<file path="config.mk">
export PLATFORM = sky130hd
export DESIGN_NAME = khc_ctrl
export DESIGN_NICKNAME = d
export VERILOG_FILES = /design/src/hdl/khc_pkg.sv /design/src/hdl/khc_ctrl.sv
export SDC_FILE = /design/constraint.sdc
export NUM_CORES = 1
export LEC_CHECK = 0
export ABC_CLOCK_PERIOD_IN_PS = 2400
export BUFFER_PORTS_ARGS = -buffer_cell sky130_fd_sc_hd__buf_2
export CAP_MARGIN = 20
export CORE_AREA = 3 3 40 42
export CTS_BUF_LIST = sky130_fd_sc_hd__clkbuf_8 sky130_fd_sc_hd__clkbuf_16
export DETAILED_ROUTE_END_ITERATION = 10
export DIE_AREA = 0 0 43 45
export PLACE_DENSITY = 0.53
export SETUP_SLACK_MARGIN = 0.2
export SLEW_MARGIN = 20
export SYNTH_ARGS = -nofsm -noshare
export SYNTH_HDL_FRONTEND = slang
export SYNTH_SLANG_ARGS = --single-unit
</file>
<file path="constraint.sdc">
create_clock -name clk -period 2.4 [get_ports clk]
set_clock_uncertainty 0.1 [all_clocks]
set_input_delay 0.48 -clock clk [delete_from_list [all_inputs] [get_ports clk]]
set_output_delay 0.48 -clock clk [all_outputs]
set_load 0.02 [all_outputs]
</file>
<file path="src/hdl/khc_pkg.sv">
`default_nettype none

package khc_pkg;

	typedef enum logic [1:0] {
		OP_PUSH  = 2'd0,
		OP_READ  = 2'd1,
		OP_CLEAR = 2'd2,
		OP_NONE  = 2'd3
	} opcode_t;

	localparam int OPCODE_W    = 2;
	localparam int CHAR_W      = 8;
	localparam int INDEX_W     = 14;
	localparam int COUNT_OUT_W = 32;
	localparam int KLEN_W      = 3;
	localparam int DIGIT_W     = 3;

	localparam logic [KLEN_W-1:0] KLEN_RESET = 3'd3;

	typedef logic [DIGIT_W-1:0] digit_t;

	localparam digit_t DIGIT_A     = 3'd0;
	localparam digit_t DIGIT_C     = 3'd1;
	localparam digit_t DIGIT_G     = 3'd2;
	localparam digit_t DIGIT_T     = 3'd3;
	localparam digit_t DIGIT_OTHER = 3'd4;

	localparam int unsigned DIGIT_BASE = 5;

	function automatic digit_t letter_digit(input logic [CHAR_W-1:0] ch);
		digit_t d;
		unique case (ch) inside
			8'h41, 8'h61:               d = DIGIT_A;
			8'h43, 8'h63:               d = DIGIT_C;
			8'h47, 8'h67:               d = DIGIT_G;
			8'h54, 8'h74, 8'h55, 8'h75: d = DIGIT_T;
			default:                    d = DIGIT_OTHER;
		endcase
		return d;
	endfunction

	// elaboration-time power of the digit base
	function automatic int unsigned pow5(input int unsigned e);
		int unsigned p;
		p = 1;
		for (int unsigned i = 0; i < e; i++) begin
			p = p * DIGIT_BASE;
		end
		return p;
	endfunction

	typedef struct packed {
		logic roll_step;
		logic seq_clear;
		logic rd_en;
		logic rd_sel_read;
		logic wr_incr;
		logic sweep_step;
		logic load_out;
	} dp_cmd_t;

	typedef struct packed {
		logic push_hit;
		logic sweep_last;
		logic out_busy;
	} dp_stat_t;

endpackage

`default_nettype wire

</file>
<file path="src/hdl/khc_ctrl.sv">
`default_nettype none

module khc_ctrl (
	input  wire logic                        clk,
	input  wire logic                        arst_n,
	input  wire logic                        in_valid,
	input  wire logic [khc_pkg::OPCODE_W-1:0] opcode,
	output logic                             in_ready,
	input  wire khc_pkg::dp_stat_t           stat,
	output khc_pkg::dp_cmd_t                 cmd
);

	import khc_pkg::*;

	typedef enum logic [3:0] {
		ST_SWEEP = 4'b0001,
		ST_IDLE  = 4'b0010,
		ST_INC   = 4'b0100,
		ST_RDATA = 4'b1000
	} state_t;

	state_t state_q;
	state_t state_nx;
	logic   accept;

	assign in_ready = (state_q == ST_IDLE);
	assign accept   = in_valid & in_ready;

	always_comb begin
		state_nx = state_q;
		cmd      = '0;
		unique case (state_q)
			ST_SWEEP: begin
				cmd.sweep_step = 1'b1;
				if (stat.sweep_last) begin
					state_nx = ST_IDLE;
				end
			end
			ST_IDLE: begin
				if (accept) begin
					unique case (opcode_t'(opcode))
						OP_PUSH: begin
							cmd.roll_step = 1'b1;
							if (stat.push_hit) begin
								cmd.rd_en = 1'b1;
								state_nx  = ST_INC;
							end
						end
						OP_READ: begin
							cmd.rd_en       = 1'b1;
							cmd.rd_sel_read = 1'b1;
							state_nx        = ST_RDATA;
						end
						OP_CLEAR: begin
							cmd.seq_clear = 1'b1;
							state_nx      = ST_SWEEP;
						end
						OP_NONE: begin
						end
						default: begin
						end
					endcase
				end
			end
			ST_INC: begin
				cmd.wr_incr = 1'b1;
				state_nx    = ST_IDLE;
			end
			ST_RDATA: begin
				if (!stat.out_busy) begin
					cmd.load_out = 1'b1;
					state_nx     = ST_IDLE;
				end
			end
			default: begin
				state_nx = ST_SWEEP;
			end
		endcase
	end

	always_ff @(posedge clk or negedge arst_n) begin
		if (!arst_n) begin
			state_q <= ST_SWEEP;
		end else begin
			state_q <= state_nx;
		end
	end

endmodule

`default_nettype wire

</file>
Word-level counts from Yosys, hierarchy flattened
Index checks and enable logic that the tools add are counted.
{ "totals": {"regBits": 4, "input_bits": 8, "out_inout_bits": 8, "elab_cells": 32} }
{ "classes": {"eq_ne": 11, "muxes": 17, "bitwise": 1, "reduce_logical": 2} }
{ "op_table": {"columns": ["operator", "count"], "rows": [
  ["2-to-1 mux 4 bit", 6],
  ["one-hot mux 4 bit (4 select lines)", 1],
  ["one-hot mux 4 bit (3 select lines)", 1],
  ["2-to-1 mux 1 bit", 8],
  ["AND reduction 5 bit", 1],
  ["== test 4 x 1 -> 1 bit (second input constant)", 1],
  ["== test 4 x 2 -> 1 bit (second input constant)", 1],
  ["== test 4 x 3 -> 1 bit (second input constant)", 1],
  ["== test 4 bit (second input constant)", 1],
  ["inequality test 2 bit (second input constant)", 2],
  ["inequality test 4 x 1 -> 1 bit (second input constant)", 1],
  ["inequality test 3 bit (second input constant)", 1],
  ["== test 2 x 1 -> 1 bit (second input constant)", 1],
  ["== test 2 bit (second input constant)", 1],
  ["logical NOT 2 bit", 1],
  ["inequality test 2 x 1 -> 1 bit (second input constant)", 1],
  ["one-hot mux 1 bit (2 select lines)", 1],
  ["bitwise AND 1 bit", 1]
]} }

Depth between registers and ports, before layout
Gate-level depths: netlist of the first run.
{ "logic_depth": {"word_depth": 4, "mapped_depth": 5, "mapped_depth_nobuf": 5} }

Worst setup path after synthesis of the first run
OpenSTA, ideal clock, no wires.
{ "synth_timing": {"path_type": "flip-flop to output port", "start": "register state_q[0]", "end": "output port cmd[4] in the netlist's numbering", "arrival_time_ns": 1.435, "required_ns": 1.820, "path_slack_ns": 0.385, "stages_incl_launch_ff": 5, "n_path_buf": 1, "path_cell_list": "dfstp_2 buf_6 nor4b_4 nand2_1 nor2_1"} }
{ "synth_rtl": {"columns": ["element", "line", "source"], "rows": [
  ["from (decl)", "khc_ctrl.sv:22", "state_t state_q;"],
  ["from (signal assigned)", "khc_ctrl.sv:85", "state_q <= state_nx;"],
  ["to (decl)", "khc_ctrl.sv:10", "output khc_pkg::dp_cmd_t cmd"]
]} }

==> results_dict.tcl, run 1 <==
set metrics [dict create \
    area_growth_syn_to_layout_pct 35.0 \
    holdCritPathClass "input port to flip-flop" \
    drive_gt1_share_pct 47.5 \
    regToRegSetupSlack_ns 0.90 \
    intPower_w 0.000284 \
    hold_end "state_q[0]" \
    cts_buffers 3 \
    crit_slowest_cell "dfrtp_1" \
    antenna_found_initial 0 \
    grt-ovfl-total 0 \
    pwr-share-seq_pct 30.4 \
    max_cap_violations 0 \
    worstMarginPinSlew_ns 0.375 \
    dieWidth_um 43 \
    max_freq_ghz 0.477 \
    root_buffer "clkbuf_8" \
    cpLargestDelayFamily "simple AND/OR/NAND/NOR gates" \
    viasPerCell 4.89 \
    r2r-end "state_q[2]" \
    grt_start_max_net_pins 10 \
    crit_type "flip-flop to output pin" \
    core_region_area_mm2 0.00128 \
    whs_ns 0.441 \
    cts_sinks 4 \
    ys_seq_elements 4 \
    wl_um 870 \
    min_period_over_period_pct 87.3 \
    wl_per_cell_um 11.8 \
    firstDrtPassIters 4 \
    drc 0 \
    ir_worst_vdd_uv 222 \
    syn-num-nets 52 \
    cts_tree "done" \
    first_iter_violations 11 \
    vias 362 \
    synth-seq-area-share_pct 25.1 \
    cts.path.max_buffers 2 \
    post-place-ws_ns 0.510 \
    crit_path_max_fanout 8 \
    slew_viol_final 0 \
    start_kind "flip-flop" \
    r2r_cells 4 \
    outcome "finished clean" \
    finalSetupViolCount 0 \
    p_sw_w 0.000156 \
    synth_cell_types 25 \
    rsz0062_at_grt "false" \
    min_path_cells 3 \
    cp-end-kind "output pin" \
    dpl.cell_count 67 \
    stdcell_count 74 \
    grt_pass1_vias 385 \
    track_usage_pct 10.4 \
    slowest_delay_ns 0.46 \
    post_cts_resized 0 \
    syn_inst 39 \
    period_minus_slack_ns 2.10 \
    ios 16 \
    tns_ns 0 \
    cp_num_buf_inv 1 \
    largest_reg_flops 4 \
    clk_pin_slew_ns 0.03 \
    timing.rr.start "state_q[3]" \
    worst_slack_ns 0.304 \
    fillers 134 \
    avgSynthCellArea_um2 10.4 \
    power_leakage_nw 0.271 \
    p_clk_share_pct 32.8 \
    start_util_pct 31.5 \
    die_area_mm2 0.00194 \
    largest-register "state_q" \
    ant_nets 0 \
    worstPathArrival_ns 1.52 \
    crit_path_cell_trace "nor4b_4, and3_2, buf_2" \
    slew_headroom_pct 74.9 \
    switching_share_pct 35.4 \
    power_density_mw_per_mm2 806 \
    yosys_warnings 0 \
    fin_util_pct 42.5 \
    die_h_um 45 \
    cts_htree_levels 1 \
    hp-start "in_valid" \
    diodes 0 \
    finalHoldViolCount 0 \
    reg_top3 "state_q x4" \
    layout.nets 73 \
    clk_latency_ns 0.22 \
    port_buffers 15 \
    std_cell_rows 13 \
    syn-cell-area_um2 404 \
    dp_hpwl_um 628 \
    worstPathRequired_ns 1.82 \
    comb_power_share_pct 36.7 \
    grt_pass1_wl_mm 1.51 \
    place_congestion 0.718 \
]
==> power groups by stage <==
stage | Combinational [W] | Sequential, W | Clock (W)
2_1_floorplan | 0.000144 | 0.000109 | 0
3_3_place_gp | 0.000149 | 0.000136 | 0
3_5_place_dp | 0.000147 | 0.000134 | 0
4_1_cts | 0.000150 | 0.000135 | 0.000147
5_1_grt | 0.000178 | 0.000142 | 0.000154
6_report | 0.000162 | 0.000134 | 0.000144
==> metal layers <==
metal	vias up	GRT usage, %	share of wire, %
met3	0	1.59	4.5
met4	0	7.23	0
li1	187	-	-
met2	7	19.5	55
met5	-	0	0
met1	168	10.4	41
==> cells in the mapped netlist <==
library cell | instances | area (µm²)
nand2_1 | 1 | 3.75
inv_1 | 3 | 11.3
nor3b_2 | 1 | 12.5
o21ai_0 | 1 | 5.00
inv_2 | 1 | 3.75
o22ai_2 | 1 | 12.5
nor3_1 | 1 | 5.00
nor4_1 | 1 | 6.26
buf_6 | 2 | 22.5
nor4b_1 | 2 | 17.5
o311a_1 | 2 | 20.0
nand3_1 | 1 | 5.00
a32o_1 | 1 | 10.0
a22oi_1 | 1 | 7.51
and3_2 | 3 | 22.5
nor2_1 | 1 | 3.75
dfstp_2 | 1 | 26.3
nor4b_4 | 1 | 23.8
nand4bb_1 | 1 | 11.3
xnor2_1 | 1 | 8.76
or3b_1 | 1 | 8.76
nand2b_1 | 2 | 12.5
dfrtp_1 | 3 | 75.1
ha_1 | 5 | 62.6
a31oi_1 | 1 | 6.26
==> cells by family after synthesis <==
| kind of cell | Yosys count | share of synthesized area, % |
|---|---|---|
| and+or+nand+nor | 16 | 32.8 |
| adders and majority gates | 5 | 15.5 |
| AOI/OAI and AO/OA | 7 | 15.2 |
| buffers and inverters | 6 | 9.29 |
| DFF | 4 | 25.1 |
| xor gates and xnor gates | 1 | 2.17 |
==> repair_timing <==
action                                  CTS  global route
setup buffers                             0             2
endpoints found under the setup margin    0             3
endpoints found under the hold margin     3             0
hold buffers                              1             0
==> worst max-delay path by stage <==
| stage | end | slack (ns) | startpoint | cells after the start |
|---|---|---|---|---|
| 2_1_floorplan | cmd[4] | 0.39 | state_q[0] | 4 |
| 3_3_place_gp | cmd[6] | 0.53 | state_q[3] | 3 |
| 3_5_place_dp | cmd[3] | 0.51 | state_q[3] | 3 |
| 4_1_cts | cmd[3] | 0.28 | state_q[3] | 3 |
| 5_1_grt | cmd[4] | 0.20 | state_q[3] | 4 |
| 6_report | cmd[3] | 0.30 | state_q[3] | 3 |
==> area by class of cell <==
type	count	area [µm²]	share of cell area, %
Multi-Input combinational cell	29	265	48.6
Tap cell	15	18.8	3.44
Timing Repair Buffer	18	100	18.3
Sequential cell	4	101	18.6
Clock buffer	3	41.3	7.57
Clock inverter	1	3.75	0.688
Inverter	4	15.0	2.75
==> through the flow <==
step           area (µm²)  total power [W]
6_report              546         0.000440
5_1_grt               546         0.000474
3_3_place_gp          475         0.000285
2_1_floorplan         404         0.000253
4_1_cts               531         0.000431
3_5_place_dp          475         0.000281
==> cell usage in the layout, fill, tap and decap left out, types with 2 or more instances in the layout <==
cell and n:
buf_2 15, clkbuf_8 3, ha_1 5, nor4b_1 2, inv_1 4, nand2b_1 2, dfrtp_1 3, buf_4 2
and3_2 3, o311a_1 2
==> worst register-to-register path: cells and delay by family (launching register included) <==
| kind | cells | cell delay (ns) |
|---|---|---|
| flops | 1 | 0.46 |
| buf+inv | 2 | 0.22 |
| simple gates | 2 | 0.62 |
Power figures use the tool's default switching activity.
==> run 2, diff against run 1 <==
--- a/config.mk
+++ b/config.mk
@@ -8,10 +8,10 @@
 export ABC_CLOCK_PERIOD_IN_PS = 2400
 export BUFFER_PORTS_ARGS = -buffer_cell sky130_fd_sc_hd__buf_2
 export CAP_MARGIN = 20
-export CORE_AREA = 3 3 40 42
+export CORE_AREA = 2 2 39 41
 export CTS_BUF_LIST = sky130_fd_sc_hd__clkbuf_8 sky130_fd_sc_hd__clkbuf_16
 export DETAILED_ROUTE_END_ITERATION = 10
-export DIE_AREA = 0 0 43 45
+export DIE_AREA = 0 0 41 43
 export PLACE_DENSITY = 0.53
 export SETUP_SLACK_MARGIN = 0.2
 export SLEW_MARGIN = 20
==> constraint.sdc (replaced) <==
create_clock -name clk -period 2.4 [get_ports clk]
set_clock_uncertainty 0.1 [all_clocks]
set_input_delay 0.24 -clock clk [delete_from_list [all_inputs] [get_ports clk]]
set_output_delay 0.24 -clock clk [all_outputs]
set_load 0.02 [all_outputs]
==> run 2 against run 1 <==
  * Routed wire length fell by 13%
  * Largest power group unchanged
  * Largest cell class unchanged
  * Maximum frequency rose by 12%
  * Die area fell by 8.9%
  * Highest routed layer unchanged
==> results_dict.tcl, run 2 (same netlist as run 1, synthesis figures left out) <==
set metrics [dict create \
    std_cell_rows 14 \
    clk_pin_slew_ns 0.03 \
    die_h_um 43 \
    grt_pass1_vias 337 \
    cp-end-kind "output pin" \
    layout.nets 71 \
    grt_pass1_wl_mm 1.35 \
    vias 358 \
    crit_path_cell_trace "nor4b_4, and3_2, buf_2" \
    worstMarginPinSlew_ns 0.416 \
    rsz0062_at_grt "false" \
    cts_htree_levels 1 \
    most-common-layout-cells "15 x buf_2, 5 x ha_1, 4 x inv_1" \
    diodes 0 \
    max_freq_ghz 0.536 \
    first_iter_violations 4 \
    outcome "finished clean" \
    clk_latency_ns 0.22 \
    grt.met2_usage_pct 16.3 \
    firstDrtPassIters 4 \
    start_util_pct 29.2 \
    antenna_found_initial 0 \
    crit_slowest_cell "dfrtp_1" \
    grt-ovfl-total 0 \
    pwr-share-seq_pct 31.7 \
    ios 16 \
    core_region_area_mm2 0.00138 \
    switching_share_pct 35.9 \
    grtUsageMet3_pct 4.71 \
    start_kind "flip-flop" \
    root_buffer "clkbuf_8" \
    finalHoldViolCount 0 \
    viasPerCell 4.90 \
    p_sw_w 0.000153 \
    top_usage_layer "met2" \
    dp_hpwl_um 619 \
    slowest_delay_ns 0.46 \
    final_area_um2 532 \
    wl_per_cell_um 10.3 \
    worstPathRequired_ns 2.06 \
    largest_reg_flops 4 \
    finalSetupViolCount 0 \
    cp_num_buf_inv 1 \
    p_clk_share_pct 33.9 \
    comb_power_share_pct 34.4 \
    largest-register "state_q" \
    intPower_w 0.000272 \
    track_usage_pct 11.6 \
    port_buffers 15 \
    die_area_mm2 0.00176 \
    dieWidth_um 41 \
    max_cap_violations 0 \
    grtUsageMet1_pct 13.7 \
    grt_start_max_net_pins 10 \
    tns_ns 0 \
    place_area_um2 477 \
    slew_viol_final 0 \
    wl_um 755 \
    period_minus_slack_ns 1.87 \
    place_congestion 0.684 \
    cts_tree "done" \
    final_common_cell "buf_2" \
    holdCritPathClass "input port to flip-flop" \
    drive_gt1_share_pct 45.6 \
    power_density_mw_per_mm2 799 \
    worstPathArrival_ns 1.53 \
    cts.path.max_buffers 2 \
    cts_buffers 3 \
    slew_headroom_pct 72.2 \
    area_growth_syn_to_layout_pct 31.6 \
    reg_top3 "state_q x4" \
    ant_nets 0 \
    min_period_over_period_pct 77.8 \
    crit_path_max_fanout 8 \
    cts_sinks 4 \
    cpLargestDelayFamily "simple AND/OR/NAND/NOR gates" \
    crit_type "flip-flop to output pin" \
    drc 0 \
    power_leakage_nw 0.260 \
    ir_worst_vdd_uv 243 \
]
[run 2: changes by cell type in the layout (fill, tap and decap cells not counted)]
cell / previous run / this run
buf_4: 2 / 0
[run 2: final timing paths]
| check | startpoint | to | slack, ns | depth (start not counted) |
|---|---|---|---|---|
| max | state_q[3] | cmd[6] | 0.53 | 3 |
| min | stat[0] | state_q[3] | 0.18 | 2 |
| max reg2reg | state_q[3] | state_q[2] | 1.02 | 3 |
| min reg2reg | state_q[1] | state_q[1] | 0.50 | 1 |
| max in group asynchronous | arst_n | state_q[0] | 1.74 | 2 |
| min in group asynchronous | arst_n | state_q[3] | 0.25 | 2 |
[run 2: cell type report]
cell class	instances	area, µm²
Multi-Input combinational cell	29	265
Fill cell	142	852
Timing Repair Buffer	16	85.1
Tap cell	16	20.0
Clock buffer	3	41.3
Inverter	4	15.0
Sequential cell	4	101
Clock inverter	1	3.75
[run 2: per-stage QoR]
stage / util, % / setup WS (ns) / hold WS [ns] / instances / total power [W]
6_report: 38.4 / 0.534 / 0.178 / 73 / 0.000425
3_5_place_dp: 34.4 / 0.746 / -0.0531 / 68 / 0.000283
5_1_grt: 38.4 / 0.363 / 0.190 / 73 / 0.000462
4_1_cts: 38.4 / 0.503 / 0.174 / 73 / 0.000435
3_3_place_gp: 34.4 / 0.777 / -0.0550 / 68 / 0.000283
2_1_floorplan: - / 0.625 / -0.156 / 39 / 0.000253
[run 2: repair_timing]
item,4_1_cts,5_1_grt
hold buffers,1,0
gates resized for setup,0,0
setup buffers,0,0
hold endpoints to repair,4,0
[run 2: per-layer routing]
| layer | vias to the layer above | share of wire (%) |
|---|---|---|
| met5 | - | 0 |
| met4 | 0 | 0 |
| met3 | 0 | 5.2 |
| met2 | 8 | 50 |
| met1 | 166 | 44 |
| li1 | 184 | - |
[run 2: power groups by stage]
stage | Combinational (W) | Sequential, W | Clock [W]
after floorplan | 0.000144 | 0.000109 | 0
after global routing | 0.000166 | 0.000141 | 0.000156
after CTS | 0.000149 | 0.000136 | 0.000150
after global placement | 0.000148 | 0.000136 | 0
after detailed placement | 0.000147 | 0.000136 | 0
final | 0.000146 | 0.000135 | 0.000144
